===== src/design/iee_pkg.sv =====
`timescale 1ns / 1ps
// ----------------------------------------------------------------------------
// iee_pkg
// Types, character codes, operator codes and precedence lookup shared by the
// infix expression evaluator and its arithmetic unit.
// ----------------------------------------------------------------------------
package iee_pkg;

  // character codes
  localparam logic [7:0] CH_NL    = 8'd10;
  localparam logic [7:0] CH_ZERO  = 8'd48;
  localparam logic [7:0] CH_NINE  = 8'd57;
  localparam logic [7:0] CH_PLUS  = 8'd43;
  localparam logic [7:0] CH_MINUS = 8'd45;
  localparam logic [7:0] CH_STAR  = 8'd42;
  localparam logic [7:0] CH_SLASH = 8'd47;
  localparam logic [7:0] CH_PCT   = 8'd37;
  localparam logic [7:0] CH_CARET = 8'd94;
  localparam logic [7:0] CH_LPAR  = 8'd40;
  localparam logic [7:0] CH_RPAR  = 8'd41;

  // operator stack codes
  typedef logic [2:0] opc_t;
  localparam opc_t OPC_ADD  = 3'd0;
  localparam opc_t OPC_SUB  = 3'd1;
  localparam opc_t OPC_MUL  = 3'd2;
  localparam opc_t OPC_DIV  = 3'd3;
  localparam opc_t OPC_MOD  = 3'd4;
  localparam opc_t OPC_POW  = 3'd5;
  localparam opc_t OPC_LPAR = 3'd6;
  localparam opc_t OPC_MARK = 3'd7;

  typedef enum logic [2:0] {
    CL_ADD, CL_MUL, CL_EXP, CL_LPAR, CL_RPAR, CL_END
  } cls_e;

  typedef enum logic [1:0] {
    PR_PUSH, PR_POP, PR_REDUCE, PR_ERR
  } prec_e;

  typedef enum logic [1:0] {
    ST_OK      = 2'd0,
    ST_SYNTAX  = 2'd1,
    ST_DIVZERO = 2'd2
  } status_e;

  typedef enum logic {
    ALU_MUL, ALU_DIV
  } alu_op_e;

  typedef struct packed {
    logic    start;
    alu_op_e op;
  } alu_req_t;

  typedef enum logic [3:0] {
    S_IDLE, S_EVAL, S_RDOP, S_RED, S_MUL, S_DIV,
    S_PW_CHK, S_PW_MR, S_PW_MQ, S_EMIT
  } state_e;

  typedef struct packed {
    logic is_op;
    logic is_rpar;
    opc_t code;
  } chr_t;

  // operator decode of one character
  function automatic chr_t char_decode(logic [7:0] c);
    chr_t r;
    r = '{is_op: 1'b1, is_rpar: 1'b0, code: OPC_ADD};
    case (c)
      CH_PLUS:  r.code = OPC_ADD;
      CH_MINUS: r.code = OPC_SUB;
      CH_STAR:  r.code = OPC_MUL;
      CH_SLASH: r.code = OPC_DIV;
      CH_PCT:   r.code = OPC_MOD;
      CH_CARET: r.code = OPC_POW;
      CH_LPAR:  r.code = OPC_LPAR;
      CH_RPAR:  begin
        r.is_op   = 1'b0;
        r.is_rpar = 1'b1;
      end
      default:  r.is_op = 1'b0;
    endcase
    return r;
  endfunction

  // precedence class of a stacked operator
  function automatic cls_e op_class(opc_t t);
    cls_e r;
    unique case (t)
      OPC_ADD, OPC_SUB: r = CL_ADD;
      OPC_MUL, OPC_DIV: r = CL_MUL;
      OPC_MOD, OPC_POW: r = CL_EXP;
      OPC_LPAR:         r = CL_LPAR;
      default:          r = CL_END;
    endcase
    return r;
  endfunction

  // rows: class on top of the stack, columns: incoming class
  function automatic prec_e prec_lookup(cls_e row, cls_e col);
    prec_e r;
    r = PR_ERR;
    unique case (row)
      CL_ADD: begin
        case (col)
          CL_MUL, CL_EXP, CL_LPAR: r = PR_PUSH;
          default:                 r = PR_REDUCE;
        endcase
      end
      CL_MUL, CL_EXP: begin
        case (col)
          CL_EXP, CL_LPAR: r = PR_PUSH;
          default:         r = PR_REDUCE;
        endcase
      end
      CL_LPAR: begin
        case (col)
          CL_RPAR: r = PR_POP;
          CL_END:  r = PR_ERR;
          default: r = PR_PUSH;
        endcase
      end
      CL_RPAR: begin
        case (col)
          CL_LPAR: r = PR_ERR;
          default: r = PR_REDUCE;
        endcase
      end
      default: begin
        case (col)
          CL_RPAR: r = PR_ERR;
          CL_END:  r = PR_POP;
          default: r = PR_PUSH;
        endcase
      end
    endcase
    return r;
  endfunction

endpackage


===== src/design/iee_if.sv =====
`timescale 1ns / 1ps
// ----------------------------------------------------------------------------
// iee_if
// Valid/ready channels of the evaluator: character input and result output.
// ----------------------------------------------------------------------------
interface iee_char_if;
  logic       valid;
  logic       ready;
  logic [7:0] char_code;

  modport source (output valid, output char_code, input ready);
  modport sink   (input valid, input char_code, output ready);
endinterface

interface iee_res_if;
  logic               valid;
  logic               ready;
  logic signed [31:0] result_value;
  logic [1:0]         result_status;

  modport source (output valid, output result_value, output result_status, input ready);
  modport sink   (input valid, input result_value, input result_status, output ready);
endinterface


===== src/design/iee_ram.sv =====
`timescale 1ns / 1ps
// ----------------------------------------------------------------------------
// iee_ram
// Generic single write port, single read port RAM with registered read data.
// ----------------------------------------------------------------------------
module iee_ram #(
  parameter int WIDTH = 32,
  parameter int DEPTH = 32
) (
  input  logic                     clk_i,
  input  logic                     we_i,
  input  logic [$clog2(DEPTH)-1:0] waddr_i,
  input  logic [WIDTH-1:0]         wdata_i,
  input  logic                     re_i,
  input  logic [$clog2(DEPTH)-1:0] raddr_i,
  output logic [WIDTH-1:0]         rdata_o
);

  logic [WIDTH-1:0] mem_q [DEPTH];
  logic [WIDTH-1:0] rdata_q;

  // write and registered read
  always_ff @(posedge clk_i) begin
    if (we_i) begin
      mem_q[waddr_i] <= wdata_i;
    end
    if (re_i) begin
      rdata_q <= mem_q[raddr_i];
    end
  end

  assign rdata_o = rdata_q;

endmodule


===== src/design/iee_alu.sv =====
`timescale 1ns / 1ps
// ----------------------------------------------------------------------------
// iee_alu
// Bit-serial shift-add multiplier and restoring divider, one bit per cycle.
// ----------------------------------------------------------------------------
module iee_alu #(
  parameter int WIDTH = 32
) (
  input  logic                clk_i,
  input  logic                rst_ni,
  input  iee_pkg::alu_req_t   req_i,
  input  logic [WIDTH-1:0]    a_i,
  input  logic [WIDTH-1:0]    b_i,
  output logic                done_o,
  output logic [WIDTH-1:0]    acc_o,
  output logic [WIDTH-1:0]    quo_o
);
  import iee_pkg::*;

  localparam int CW = $clog2(WIDTH + 1);

  logic             busy_q, busy_d;
  logic             done_q, done_d;
  logic [CW-1:0]    cnt_q, cnt_d;
  alu_op_e          op_q, op_d;
  logic [WIDTH-1:0] x_q, x_d;
  logic [WIDTH-1:0] y_q, y_d;
  logic [WIDTH-1:0] acc_q, acc_d;
  logic [WIDTH:0]   rem_t;
  logic [WIDTH:0]   diff;
  logic             ge;

  // one restoring divide step
  assign rem_t = {acc_q, x_q[WIDTH-1]};
  assign diff  = rem_t - {1'b0, y_q};
  assign ge    = ~diff[WIDTH];

  // iteration control and datapath
  always_comb begin
    busy_d = busy_q;
    done_d = 1'b0;
    cnt_d  = cnt_q;
    op_d   = op_q;
    x_d    = x_q;
    y_d    = y_q;
    acc_d  = acc_q;
    if (req_i.start) begin
      busy_d = 1'b1;
      cnt_d  = '0;
      op_d   = req_i.op;
      x_d    = a_i;
      y_d    = b_i;
      acc_d  = '0;
    end else if (busy_q) begin
      if (op_q == ALU_MUL) begin
        if (y_q[0]) begin
          acc_d = acc_q + x_q;
        end
        x_d = x_q << 1;
        y_d = y_q >> 1;
      end else begin
        acc_d = ge ? diff[WIDTH-1:0] : rem_t[WIDTH-1:0];
        x_d   = {x_q[WIDTH-2:0], ge};
      end
      cnt_d = cnt_q + CW'(1);
      if (cnt_q == CW'(WIDTH - 1)) begin
        busy_d = 1'b0;
        done_d = 1'b1;
      end
    end
  end

  // control registers
  always_ff @(posedge clk_i or negedge rst_ni) begin
    if (!rst_ni) begin
      busy_q <= 1'b0;
      done_q <= 1'b0;
    end else begin
      busy_q <= busy_d;
      done_q <= done_d;
    end
  end

  // payload registers
  always_ff @(posedge clk_i) begin
    cnt_q <= cnt_d;
    op_q  <= op_d;
    x_q   <= x_d;
    y_q   <= y_d;
    acc_q <= acc_d;
  end

  assign done_o = done_q;
  assign acc_o  = acc_q;
  assign quo_o  = x_q;

  a_no_start_busy: assert property (@(posedge clk_i) disable iff (!rst_ni)
    req_i.start |-> !busy_q)
    else $error("alu started while busy");

  a_done_after_busy: assert property (@(posedge clk_i) disable iff (!rst_ni)
    done_q |-> $past(busy_q))
    else $error("alu done without a running operation");

  a_done_not_busy: assert property (@(posedge clk_i) disable iff (!rst_ni)
    done_q |-> !busy_q)
    else $error("alu done while still busy");

endmodule


===== src/design/infix_expression_evaluator_unit.sv =====
`timescale 1ns / 1ps
// ----------------------------------------------------------------------------
// infix_expression_evaluator_unit
// Character-serial infix evaluator with operand and operator stacks.
// ----------------------------------------------------------------------------
// Takes one character per beat and returns one result beat per newline. A digit
// or unary minus is taken in the idle state. An operator is compared against
// the stack top in S_EVAL and may trigger reductions in S_RED, and a ')' that
// closes its '(' also passes through S_RDOP; a newline then passes through
// S_EMIT for the result beat. A reduction for '*', '/' or '%' waits on the
// bit-serial multiply/divide unit, and '^' runs square-and-multiply on that unit:
// one check per exponent bit plus up to two multiplications, and one final
// check. The input is not ready while a character is being worked on.
// The result sits in an output register, so the next line can start while it
// waits; a newline waits only if that register is still full. Both stacks
// live in RAMs with their top entries in registers; no clearing pass is
// needed after reset.
// ----------------------------------------------------------------------------
module infix_expression_evaluator_unit #(
  parameter int OPERAND_DEPTH  = 32,
  parameter int OPERATOR_DEPTH = 32,
  parameter int VALUE_WIDTH    = 32
) (
  input  logic clk_i,
  input  logic rst_ni,
  iee_char_if.sink  char_i,
  iee_res_if.source res_o
);
  import iee_pkg::*;

  localparam int W   = VALUE_WIDTH;
  localparam int DCW = $clog2(OPERAND_DEPTH + 1);
  localparam int DAW = $clog2(OPERAND_DEPTH);
  localparam int RCW = $clog2(OPERATOR_DEPTH + 1);
  localparam int RAW = $clog2(OPERATOR_DEPTH);

  state_e         state_q, state_d;
  logic [DCW-1:0] opnd_cnt_q, opnd_cnt_d;
  logic [RCW-1:0] oprt_cnt_q, oprt_cnt_d;
  logic [W-1:0]   opd_top_q, opd_top_d;
  opc_t           op_top_q, op_top_d;
  logic [W-1:0]   acc_q, acc_d;
  logic           dig_q, dig_d;
  logic           neg_q, neg_d;
  logic [7:0]     prev_q, prev_d;
  status_e        lst_q, lst_d;
  logic [7:0]     c_q, c_d;
  opc_t           op_q, op_d;
  status_e        pend_q, pend_d;
  logic           a_neg_q, a_neg_d;
  logic [W-1:0]   pw_r_q, pw_r_d;
  logic [W-1:0]   pw_q_q, pw_q_d;
  logic [W-1:0]   pw_e_q, pw_e_d;
  logic           res_valid_q, res_valid_d;
  logic [31:0]    res_value_q, res_value_d;
  status_e        res_status_q, res_status_d;

  // stack RAM ports
  logic           od_we, od_re;
  logic [DAW-1:0] od_waddr, od_raddr;
  logic [W-1:0]   od_wdata, od_rdata;
  logic           or_we, or_re;
  logic [RAW-1:0] or_waddr, or_raddr;
  opc_t           or_wdata, or_rdata;

  // shared arithmetic unit
  alu_req_t       alu_req;
  logic [W-1:0]   alu_a, alu_b, alu_acc, alu_quo;
  logic           alu_done;

  // decode
  chr_t           in_chr, prev_chr, cur_chr;
  logic           accept, in_nl, in_skip, in_uminus, in_digit, in_paren_err;
  logic           prev_digit;
  logic signed [8:0] dig_val;
  logic [W-1:0]   acc_next, flush_val;
  logic           opnd_full, oprt_full, opnd_few;
  logic [DCW-1:0] opnd_m1, opnd_m2;
  logic [RCW-1:0] oprt_m1, oprt_m2;
  logic           cur_nl, eval_end, out_free;
  cls_e           cur_cls;
  prec_e          prec_r;
  status_e        red_st;
  logic [W-1:0]   a_mag, b_mag, quo_fix, rem_fix;

  assign char_i.ready = (state_q == S_IDLE);
  assign accept       = char_i.valid && char_i.ready;
  assign out_free     = !res_valid_q || res_o.ready;

  // input character classification
  assign in_chr       = char_decode(char_i.char_code);
  assign prev_chr     = char_decode(prev_q);
  assign in_nl        = (char_i.char_code == CH_NL);
  assign in_skip      = (lst_q != ST_OK);
  assign in_uminus    = (char_i.char_code == CH_MINUS) && (prev_chr.is_op || prev_q == CH_NL);
  assign in_digit     = !in_nl && !in_chr.is_op && !in_chr.is_rpar;
  assign prev_digit   = (prev_q >= CH_ZERO) && (prev_q <= CH_NINE);
  assign in_paren_err = (char_i.char_code == CH_LPAR) && prev_digit;

  // digit accumulation and number flush
  assign dig_val   = $signed({1'b0, char_i.char_code}) - 9'sd48;
  assign acc_next  = (acc_q << 3) + (acc_q << 1) + W'(dig_val);
  assign flush_val = neg_q ? ('0 - acc_q) : acc_q;

  // stack bounds
  assign opnd_full = (opnd_cnt_q >= DCW'(OPERAND_DEPTH));
  assign oprt_full = (oprt_cnt_q >= RCW'(OPERATOR_DEPTH));
  assign opnd_few  = (opnd_cnt_q < DCW'(2));
  assign opnd_m1   = opnd_cnt_q - DCW'(1);
  assign opnd_m2   = opnd_cnt_q - DCW'(2);
  assign oprt_m1   = oprt_cnt_q - RCW'(1);
  assign oprt_m2   = oprt_cnt_q - RCW'(2);

  // precedence of the pending operator against the stack top
  assign cur_chr  = char_decode(c_q);
  assign cur_nl   = (c_q == CH_NL);
  assign cur_cls  = cur_nl ? CL_END : (cur_chr.is_rpar ? CL_RPAR : op_class(cur_chr.code));
  assign prec_r   = prec_lookup(op_class(op_top_q), cur_cls);
  assign eval_end = cur_nl && (op_top_q == OPC_MARK);

  // reduction checks and sign handling
  assign a_mag   = od_rdata[W-1] ? ('0 - od_rdata) : od_rdata;
  assign b_mag   = opd_top_q[W-1] ? ('0 - opd_top_q) : opd_top_q;
  assign quo_fix = (a_neg_q ^ opd_top_q[W-1]) ? ('0 - alu_quo) : alu_quo;
  assign rem_fix = a_neg_q ? ('0 - alu_acc) : alu_acc;

  always_comb begin
    red_st = ST_OK;
    case (op_q)
      OPC_ADD, OPC_SUB, OPC_MUL: red_st = ST_OK;
      OPC_DIV, OPC_MOD:          red_st = (opd_top_q == '0) ? ST_DIVZERO : ST_OK;
      OPC_POW:                   red_st = opd_top_q[W-1] ? ST_SYNTAX : ST_OK;
      default:                   red_st = ST_SYNTAX;
    endcase
  end

  // next state
  always_comb begin
    state_d = state_q;
    unique case (state_q)
      S_IDLE: begin
        if (accept) begin
          if (in_skip) begin
            if (in_nl) state_d = S_EMIT;
          end else if (!in_uminus && !in_digit && !in_paren_err) begin
            if (dig_q && opnd_full) state_d = in_nl ? S_EMIT : S_IDLE;
            else                    state_d = S_EVAL;
          end
        end
      end
      S_EVAL: begin
        if (eval_end) begin
          state_d = S_EMIT;
        end else begin
          unique case (prec_r)
            PR_PUSH:   state_d = (oprt_full && cur_nl) ? S_EMIT : S_IDLE;
            PR_POP:    state_d = S_RDOP;
            PR_REDUCE: state_d = opnd_few ? (cur_nl ? S_EMIT : S_IDLE) : S_RED;
            default:   state_d = cur_nl ? S_EMIT : S_IDLE;
          endcase
        end
      end
      S_RDOP: state_d = S_IDLE;
      S_RED: begin
        if (red_st != ST_OK) begin
          state_d = cur_nl ? S_EMIT : S_IDLE;
        end else begin
          case (op_q)
            OPC_MUL:          state_d = S_MUL;
            OPC_DIV, OPC_MOD: state_d = S_DIV;
            OPC_POW:          state_d = S_PW_CHK;
            default:          state_d = S_EVAL;
          endcase
        end
      end
      S_MUL, S_DIV: if (alu_done) state_d = S_EVAL;
      S_PW_CHK: begin
        if (pw_e_q == '0)   state_d = S_EVAL;
        else if (pw_e_q[0]) state_d = S_PW_MR;
        else                state_d = S_PW_MQ;
      end
      S_PW_MR: if (alu_done) state_d = S_PW_MQ;
      S_PW_MQ: if (alu_done) state_d = S_PW_CHK;
      S_EMIT:  if (out_free) state_d = S_IDLE;
      default: state_d = S_IDLE;
    endcase
  end

  // datapath, stack ports and result register
  always_comb begin
    opnd_cnt_d   = opnd_cnt_q;
    oprt_cnt_d   = oprt_cnt_q;
    opd_top_d    = opd_top_q;
    op_top_d     = op_top_q;
    acc_d        = acc_q;
    dig_d        = dig_q;
    neg_d        = neg_q;
    prev_d       = prev_q;
    lst_d        = lst_q;
    c_d          = c_q;
    op_d         = op_q;
    pend_d       = pend_q;
    a_neg_d      = a_neg_q;
    pw_r_d       = pw_r_q;
    pw_q_d       = pw_q_q;
    pw_e_d       = pw_e_q;
    res_valid_d  = res_valid_q;
    res_value_d  = res_value_q;
    res_status_d = res_status_q;
    od_we        = 1'b0;
    od_waddr     = opnd_m1[DAW-1:0];
    od_wdata     = opd_top_q;
    od_re        = 1'b0;
    od_raddr     = opnd_m2[DAW-1:0];
    or_we        = 1'b0;
    or_waddr     = oprt_m1[RAW-1:0];
    or_wdata     = op_top_q;
    or_re        = 1'b0;
    or_raddr     = oprt_m2[RAW-1:0];
    alu_req      = '{start: 1'b0, op: ALU_MUL};
    alu_a        = od_rdata;
    alu_b        = opd_top_q;

    // result beat taken
    if (res_valid_q && res_o.ready) res_valid_d = 1'b0;

    unique case (state_q)
      S_IDLE: begin
        if (accept) begin
          if (in_skip) begin
            if (in_nl) pend_d = lst_q;
          end else if (in_uminus) begin
            neg_d  = 1'b1;
            prev_d = char_i.char_code;
          end else if (in_digit) begin
            acc_d  = acc_next;
            dig_d  = 1'b1;
            prev_d = char_i.char_code;
          end else if (in_paren_err) begin
            lst_d = ST_SYNTAX;
          end else begin
            c_d = char_i.char_code;
            if (dig_q) begin
              dig_d = 1'b0;
              neg_d = 1'b0;
              acc_d = '0;
              if (opnd_full) begin
                if (in_nl) pend_d = ST_SYNTAX;
                else       lst_d  = ST_SYNTAX;
              end else begin
                od_we      = (opnd_cnt_q != '0);
                opd_top_d  = flush_val;
                opnd_cnt_d = opnd_cnt_q + DCW'(1);
              end
            end
          end
        end
      end
      S_EVAL: begin
        if (eval_end) begin
          pend_d = (opnd_cnt_q == DCW'(1) && oprt_cnt_q == RCW'(1)) ? ST_OK : ST_SYNTAX;
        end else begin
          unique case (prec_r)
            PR_PUSH: begin
              if (oprt_full) begin
                if (cur_nl) pend_d = ST_SYNTAX;
                else        lst_d  = ST_SYNTAX;
              end else begin
                or_we      = 1'b1;
                op_top_d   = cur_chr.code;
                oprt_cnt_d = oprt_cnt_q + RCW'(1);
                prev_d     = c_q;
              end
            end
            PR_POP: begin
              or_re      = 1'b1;
              oprt_cnt_d = oprt_m1;
              prev_d     = c_q;
            end
            PR_REDUCE: begin
              if (opnd_few) begin
                if (cur_nl) pend_d = ST_SYNTAX;
                else        lst_d  = ST_SYNTAX;
              end else begin
                od_re      = 1'b1;
                or_re      = 1'b1;
                op_d       = op_top_q;
                oprt_cnt_d = oprt_m1;
                opnd_cnt_d = opnd_m1;
              end
            end
            default: begin
              if (cur_nl) pend_d = ST_SYNTAX;
              else        lst_d  = ST_SYNTAX;
            end
          endcase
        end
      end
      S_RDOP: op_top_d = or_rdata;
      S_RED: begin
        op_top_d = or_rdata;
        if (red_st != ST_OK) begin
          if (cur_nl) pend_d = red_st;
          else        lst_d  = red_st;
        end else begin
          case (op_q)
            OPC_ADD: opd_top_d = od_rdata + opd_top_q;
            OPC_SUB: opd_top_d = od_rdata - opd_top_q;
            OPC_MUL: alu_req = '{start: 1'b1, op: ALU_MUL};
            OPC_DIV, OPC_MOD: begin
              alu_req = '{start: 1'b1, op: ALU_DIV};
              alu_a   = a_mag;
              alu_b   = b_mag;
              a_neg_d = od_rdata[W-1];
            end
            OPC_POW: begin
              pw_r_d = W'(1);
              pw_q_d = od_rdata;
              pw_e_d = opd_top_q;
            end
            default: ;
          endcase
        end
      end
      S_MUL: if (alu_done) opd_top_d = alu_acc;
      S_DIV: if (alu_done) opd_top_d = (op_q == OPC_DIV) ? quo_fix : rem_fix;
      S_PW_CHK: begin
        if (pw_e_q == '0) begin
          opd_top_d = pw_r_q;
        end else begin
          alu_req = '{start: 1'b1, op: ALU_MUL};
          alu_a   = pw_e_q[0] ? pw_r_q : pw_q_q;
          alu_b   = pw_q_q;
        end
      end
      S_PW_MR: begin
        if (alu_done) begin
          pw_r_d  = alu_acc;
          alu_req = '{start: 1'b1, op: ALU_MUL};
          alu_a   = pw_q_q;
          alu_b   = pw_q_q;
        end
      end
      S_PW_MQ: begin
        if (alu_done) begin
          pw_q_d = alu_acc;
          pw_e_d = pw_e_q >> 1;
        end
      end
      S_EMIT: begin
        if (out_free) begin
          res_valid_d  = 1'b1;
          res_status_d = pend_q;
          res_value_d  = (pend_q == ST_OK) ? 32'($signed(opd_top_q)) : '0;
          // line reset
          opnd_cnt_d   = '0;
          oprt_cnt_d   = RCW'(1);
          op_top_d     = OPC_MARK;
          acc_d        = '0;
          dig_d        = 1'b0;
          neg_d        = 1'b0;
          prev_d       = CH_NL;
          lst_d        = ST_OK;
        end
      end
      default: ;
    endcase
  end

  // control registers
  always_ff @(posedge clk_i or negedge rst_ni) begin
    if (!rst_ni) begin
      state_q     <= S_IDLE;
      opnd_cnt_q  <= '0;
      oprt_cnt_q  <= RCW'(1);
      op_top_q    <= OPC_MARK;
      acc_q       <= '0;
      dig_q       <= 1'b0;
      neg_q       <= 1'b0;
      prev_q      <= CH_NL;
      lst_q       <= ST_OK;
      res_valid_q <= 1'b0;
    end else begin
      state_q     <= state_d;
      opnd_cnt_q  <= opnd_cnt_d;
      oprt_cnt_q  <= oprt_cnt_d;
      op_top_q    <= op_top_d;
      acc_q       <= acc_d;
      dig_q       <= dig_d;
      neg_q       <= neg_d;
      prev_q      <= prev_d;
      lst_q       <= lst_d;
      res_valid_q <= res_valid_d;
    end
  end

  // payload registers
  always_ff @(posedge clk_i) begin
    opd_top_q    <= opd_top_d;
    c_q          <= c_d;
    op_q         <= op_d;
    pend_q       <= pend_d;
    a_neg_q      <= a_neg_d;
    pw_r_q       <= pw_r_d;
    pw_q_q       <= pw_q_d;
    pw_e_q       <= pw_e_d;
    res_value_q  <= res_value_d;
    res_status_q <= res_status_d;
  end

  iee_ram #(.WIDTH(W), .DEPTH(OPERAND_DEPTH)) u_opnd_ram (
    .clk_i   (clk_i),
    .we_i    (od_we),
    .waddr_i (od_waddr),
    .wdata_i (od_wdata),
    .re_i    (od_re),
    .raddr_i (od_raddr),
    .rdata_o (od_rdata)
  );

  iee_ram #(.WIDTH(3), .DEPTH(OPERATOR_DEPTH)) u_oprt_ram (
    .clk_i   (clk_i),
    .we_i    (or_we),
    .waddr_i (or_waddr),
    .wdata_i (or_wdata),
    .re_i    (or_re),
    .raddr_i (or_raddr),
    .rdata_o (or_rdata)
  );

  iee_alu #(.WIDTH(W)) u_alu (
    .clk_i  (clk_i),
    .rst_ni (rst_ni),
    .req_i  (alu_req),
    .a_i    (alu_a),
    .b_i    (alu_b),
    .done_o (alu_done),
    .acc_o  (alu_acc),
    .quo_o  (alu_quo)
  );

  assign res_o.valid         = res_valid_q;
  assign res_o.result_value  = res_value_q;
  assign res_o.result_status = res_status_q;

  a_opnd_bound: assert property (@(posedge clk_i) disable iff (!rst_ni)
    opnd_cnt_q <= DCW'(OPERAND_DEPTH))
    else $error("operand count beyond depth");

  a_oprt_bound: assert property (@(posedge clk_i) disable iff (!rst_ni)
    oprt_cnt_q >= RCW'(1) && oprt_cnt_q <= RCW'(OPERATOR_DEPTH))
    else $error("operator count out of range");

  a_err_zero: assert property (@(posedge clk_i) disable iff (!rst_ni)
    res_valid_q && res_status_q != ST_OK |-> res_value_q == '0)
    else $error("error beat with nonzero value");

  a_alu_in_wait: assert property (@(posedge clk_i) disable iff (!rst_ni)
    alu_done |-> state_q == S_MUL || state_q == S_DIV || state_q == S_PW_MR
                 || state_q == S_PW_MQ)
    else $error("alu finished outside a wait state");

endmodule

===== src/flat_wrapper.sv =====
// flat-port wrapper written by rule: the top's interface ports become plain ports
module infix_expression_evaluator_unit_flat import iee_pkg::*;
#(
  parameter int OPERAND_DEPTH  = 32,
  parameter int OPERATOR_DEPTH = 32,
  parameter int VALUE_WIDTH    = 32
)
  (clk_i, rst_ni, char_i_valid, char_i_char_code, char_i_ready, res_o_valid, res_o_result_value, res_o_result_status, res_o_ready);
  iee_char_if char_i_i ();
  iee_res_if res_o_i ();
  input  logic clk_i;
  input  logic rst_ni;
  input wire logic [$bits(char_i_i.valid)-1:0] char_i_valid;
  input wire logic [$bits(char_i_i.char_code)-1:0] char_i_char_code;
  output wire logic [$bits(char_i_i.ready)-1:0] char_i_ready;
  output wire logic [$bits(res_o_i.valid)-1:0] res_o_valid;
  output wire logic [$bits(res_o_i.result_value)-1:0] res_o_result_value;
  output wire logic [$bits(res_o_i.result_status)-1:0] res_o_result_status;
  input wire logic [$bits(res_o_i.ready)-1:0] res_o_ready;
  assign char_i_i.valid = char_i_valid;
  assign char_i_i.char_code = char_i_char_code;
  assign char_i_ready = char_i_i.ready;
  assign res_o_valid = res_o_i.valid;
  assign res_o_result_value = res_o_i.result_value;
  assign res_o_result_status = res_o_i.result_status;
  assign res_o_i.ready = res_o_ready;
  infix_expression_evaluator_unit #(.OPERAND_DEPTH(OPERAND_DEPTH), .OPERATOR_DEPTH(OPERATOR_DEPTH), .VALUE_WIDTH(VALUE_WIDTH)) u_core (.clk_i(clk_i), .rst_ni(rst_ni), .char_i(char_i_i), .res_o(res_o_i));
endmodule

===== config.mk =====
export PLATFORM = sky130hd
export DESIGN_NAME = infix_expression_evaluator_unit_flat
export DESIGN_NICKNAME = d
export VERILOG_FILES = /design/src/design/iee_pkg.sv /design/src/design/iee_if.sv /design/src/design/iee_ram.sv /design/src/design/iee_alu.sv /design/src/design/infix_expression_evaluator_unit.sv /design/src/flat_wrapper.sv
export SDC_FILE = /design/constraint.sdc
export NUM_CORES = 2
export LEC_CHECK = 0
export CORE_UTILIZATION = 60
export CTS_CLUSTER_SIZE = 24
export DETAILED_ROUTE_END_ITERATION = 12
export DONT_BUFFER_PORTS = 1
export GPL_TIMING_DRIVEN = 0
export PLACE_DENSITY = 0.77
export SLEW_MARGIN = 0
export SYNTH_ARGS = -nofsm -noshare
export SYNTH_HDL_FRONTEND = slang
export SYNTH_SLANG_ARGS = --single-unit

===== constraint.sdc =====
create_clock -name clk_i -period 6.6 [get_ports clk_i]
set_input_delay 0.66 -clock clk_i [delete_from_list [all_inputs] [get_ports clk_i]]
set_output_delay 0.66 -clock clk_i [all_outputs]
set_load 0.02 [all_outputs]

==> results.txt <==
Crit. End Element - flip-flop
Yosys top cell by area - edfxtp_1
Fin. Hold Viols - 0
Antenna violations before repair - 14
Count leader, synth - edfxtp_1
Final TNS setup - 0 ns
Relative slew margins - -2.00%
Synthesized area - 72,000 um2
Cell count of the worst hold path - 2
Synth Register Bits - 1,500
# setup viols final - 0
Fin nets - 5,365
Global-route wire length before repair - 349 mm
Final Hold Slack - 0.0970 ns
Crit-path slowest cell - a211oi_1
Max clock buf depth - 3
Vias/cell - 7.24
Slew @ Worst Pin - 1.53 ns
Number of CTS-inserted buffers - 151
Clock slew at reported path FFs - 0.07 ns
Worst-Skew Late Latency - 0.84 ns
Synth Instances - 4,935
Worst vdd ir - 0.272 mV
Critical Path Fanout Max - 6
Vias - 49,836
DP HPWL - 162 mm
DRC viols - 0
Mapped Nets - 5,136
Run status - finished with violations
Pleak - 0.0295 uW
Sinks on Clock Net - 1,500
Pwr Total - 19,000 uW
Routed len/inst - 36.3 um
HP Start - char_i_char_code[1]
Final slew viol count - 39
CP top delay family - compound AO/OA/AOI/OAI gates
Top_reg_cell synth - edfxtp_1
Ys Warns - 0
Placer Congestion - 1.05
Gr usage total - 40.9%
Post-route minimum period - 6.42 ns
Main area contributors after synthesis - edfxtp_1, mux4_2, ha_1
H-tree lvl count - 4
Number of distinct library cells after synthesis - 91
Vias in the first global route - 48,152
Sequential area share after synthesis - 61.6%
Max Cap Viol - 1
RSZ-0062 raised after global routing - false
Routed Antenna Nets - 0
Setup crit start kind - flip-flop
Starting DRC count in detailed routing - 7,854
CP cell instances - inv_1 -> ha_1 -> or3b_2 -> nor3_1 -> nor2_1 -> xnor2_1 -> ha_1 -> a2111oi_0 -> a211oi_1 -> a211oi_1 -> o211a_1 -> o31ai_1 -> o21ai_0 -> a31oi_1
Boundary Pins - 48
Grt total ovfl - 0
Row cnt - 126
Required @ worst endpoint - 7.05 ns
Routed WL - 250 mm
Initial Utilization - 60.8%
CP max stage delay - 0.77 ns
Asr flop ratio synth - 4.40%
Reg2Reg Depth - 14
Reg-to-Reg End - u_core.od_wdata[27]
Data arrival, critical path - 6.87 ns
Core ar. - 119,000 um2
Cells after DPL - 6,580
WS Path Type - reg2reg
Fin cells - 6,883
Top post-synthesis cells by count - edfxtp_1, mux4_2, nor2_1
Filler cells - 7,853
PortBufs - 0
DRT Pass-1 Iters - 8
Clk_skew - 0.0694 ns
Post-layout util - 68.0%
Die Wd - 348 um
Maximum clock rate - 0.156 GHz
Layout cells sized above 1 - 15.8%
Final Cycle Share - 97.2%
Root buffer cell - clkbuf_16
PD cells - 236 nW/um2
Full die area - 121,000 um2
Hold Crit Class - in2reg
Hold worst-path end - u_core.prev_q[1]
R2R Setup Slk - 0.18 ns
Top-area cell type share of the netlist area - 58.2%
Synth-to-layout area growth - 11.9%
Failing checks - capacitance limit, slew limit
RR Startpoint - u_core.od_wdata[1]
EDFF count, synth - 1,396
Die H - 348 um
Largest net degree at the start of global routing - 67
CTS tree - done
Worst Path Buf+Inv - 1
Post-Synthesis Mean Instance Area - 14.6 um2
-- area by class of cell --
cell class | count | area [um2] | share of cell area (%)
diodes | 3 | 7.51 | 0.00931
clock inverters | 85 | 937 | 1.16
multi-input cells | 3036 | 26500 | 32.9
flip-flops and latches | 1500 | 44300 | 55.0
repair buffers | 76 | 1340 | 1.67
well taps | 1600 | 2000 | 2.48
plain buffers | 278 | 1070 | 1.32
inverters | 121 | 454 | 0.563
clock buffers | 184 | 3950 | 4.91
-- kinds of logic (layout without fill, tap and decap cells) --
family          after synthesis  in the layout  share of synthesized area [%]
compound gates             1004           1004                           9.10
buf+inv                     399            744                           2.11
other cells                   0              3                              0
xor+xnor                    265            265                           3.22
fa+ha+maj                   189            189                           3.62
mux                         497            497                           13.2
simple gates               1081           1081                           7.22
flops                      1500           1500                           61.6
-- worst max path at each step --
stage / startpoint / end / slack, ns / depth (start not counted)
detailed placement: u_core.od_wdata[0] / u_core.od_wdata[30] / -0.58 / 19
floorplan: char_i_char_code[6] / u_core.acc_q[30] / 0.35 / 12
finish: u_core.od_wdata[1] / u_core.od_wdata[27] / 0.18 / 14
CTS: u_core.od_wdata[1] / u_core.u_alu.quo_o[27] / 0.05 / 12
global route: u_core.od_wdata[1] / u_core.od_wdata[30] / 0.006 / 19
global placement: char_i_char_code[6] / u_core.u_opnd_ram.mem_q[11][9] / -2.86 / 11
-- stage by stage --
step	worst slack [ns]	area, um2
2_1_floorplan	0.352	72000
3_3_place_gp	-2.86	74000
3_5_place_dp	-0.584	75200
4_1_cts	0.0530	80200
5_1_grt	0.00648	80600
6_report	0.183	80600
-- where the power goes --
group	internal, uW	switching, uW
Clock	4730	3980
Sequential	10200	0.0000000000000519
Combinational	28.8	40.8
-- flip-flops by register name (all words and copies together), names as in the netlist, 32 cells and up --
signal / count
u_core.od_wdata: 32
u_core.res_o.result_value: 32
u_core.u_oprt_ram.mem_q: 96
u_core.u_alu.acc_o: 32
u_core.pw_q_q: 32
u_core.pw_r_q: 32
u_core.acc_q: 32
u_core.u_alu.quo_o: 32
u_core.pw_e_q: 32
u_core.u_opnd_ram.rdata_o: 32
u_core.u_opnd_ram.mem_q: 1024
u_core.u_alu.y_q: 32
-- cells in the final DEF, fill, tap and decap left out, types with 35 or more instances in the layout --
master	count
dfrtp_1	60
mux2_2	112
o221ai_1	35
o21ai_0	244
nor3_1	81
nand2b_1	35
o31ai_1	51
nor2_1	311
edfxtp_1	1396
a21oi_1	257
and2_1	41
xor2_1	89
mux4_2	350
inv_1	119
a21o_1	59
clkbuf_16	152
mux2i_1	35
nand3_1	65
ha_1	157
xnor2_1	175
clkbuf_1	273
and3_1	58
dfxtp_1	38
nand2_1	252
or3_1	53
-- layer usage --
metal | GRT usage, % | wire length (um) | part of all wire [%] | vias to the layer above
li1 | - | - | - | 19980
met1 | 50.7 | 83200 | 33 | 24554
met2 | 65.2 | 117000 | 47 | 4238
met3 | 8.78 | 28800 | 12 | 1048
met4 | 27.6 | 20600 | 8.2 | 16
met5 | 0 | 103 | 0.041 | -
-- worst register-to-register path, delay by kind of cell, from the launching register on --
| kind | cells | cell delay, ns |
|---|---|---|
| AO/OA/AOI/OAI | 7 | 3.07 |
| AND/OR/NAND/NOR | 3 | 1.43 |
| adder cells (fa/ha/maj) | 2 | 0.67 |
| flip-flops | 1 | 0.47 |
| buffers and inverters | 1 | 0.22 |
| XOR/XNOR | 1 | 0.17 |
-- repair_timing --
| action | CTS | global route |
|---|---|---|
| endpoints found under the hold margin | 75 | 0 |
| gates resized for setup | 4 | 0 |
| hold buffers | 10 | 0 |
| endpoints found under the setup margin | 43 | 42 |
| buffers inserted | 3 | 6 |
Power figures use the tool's default switching activity.
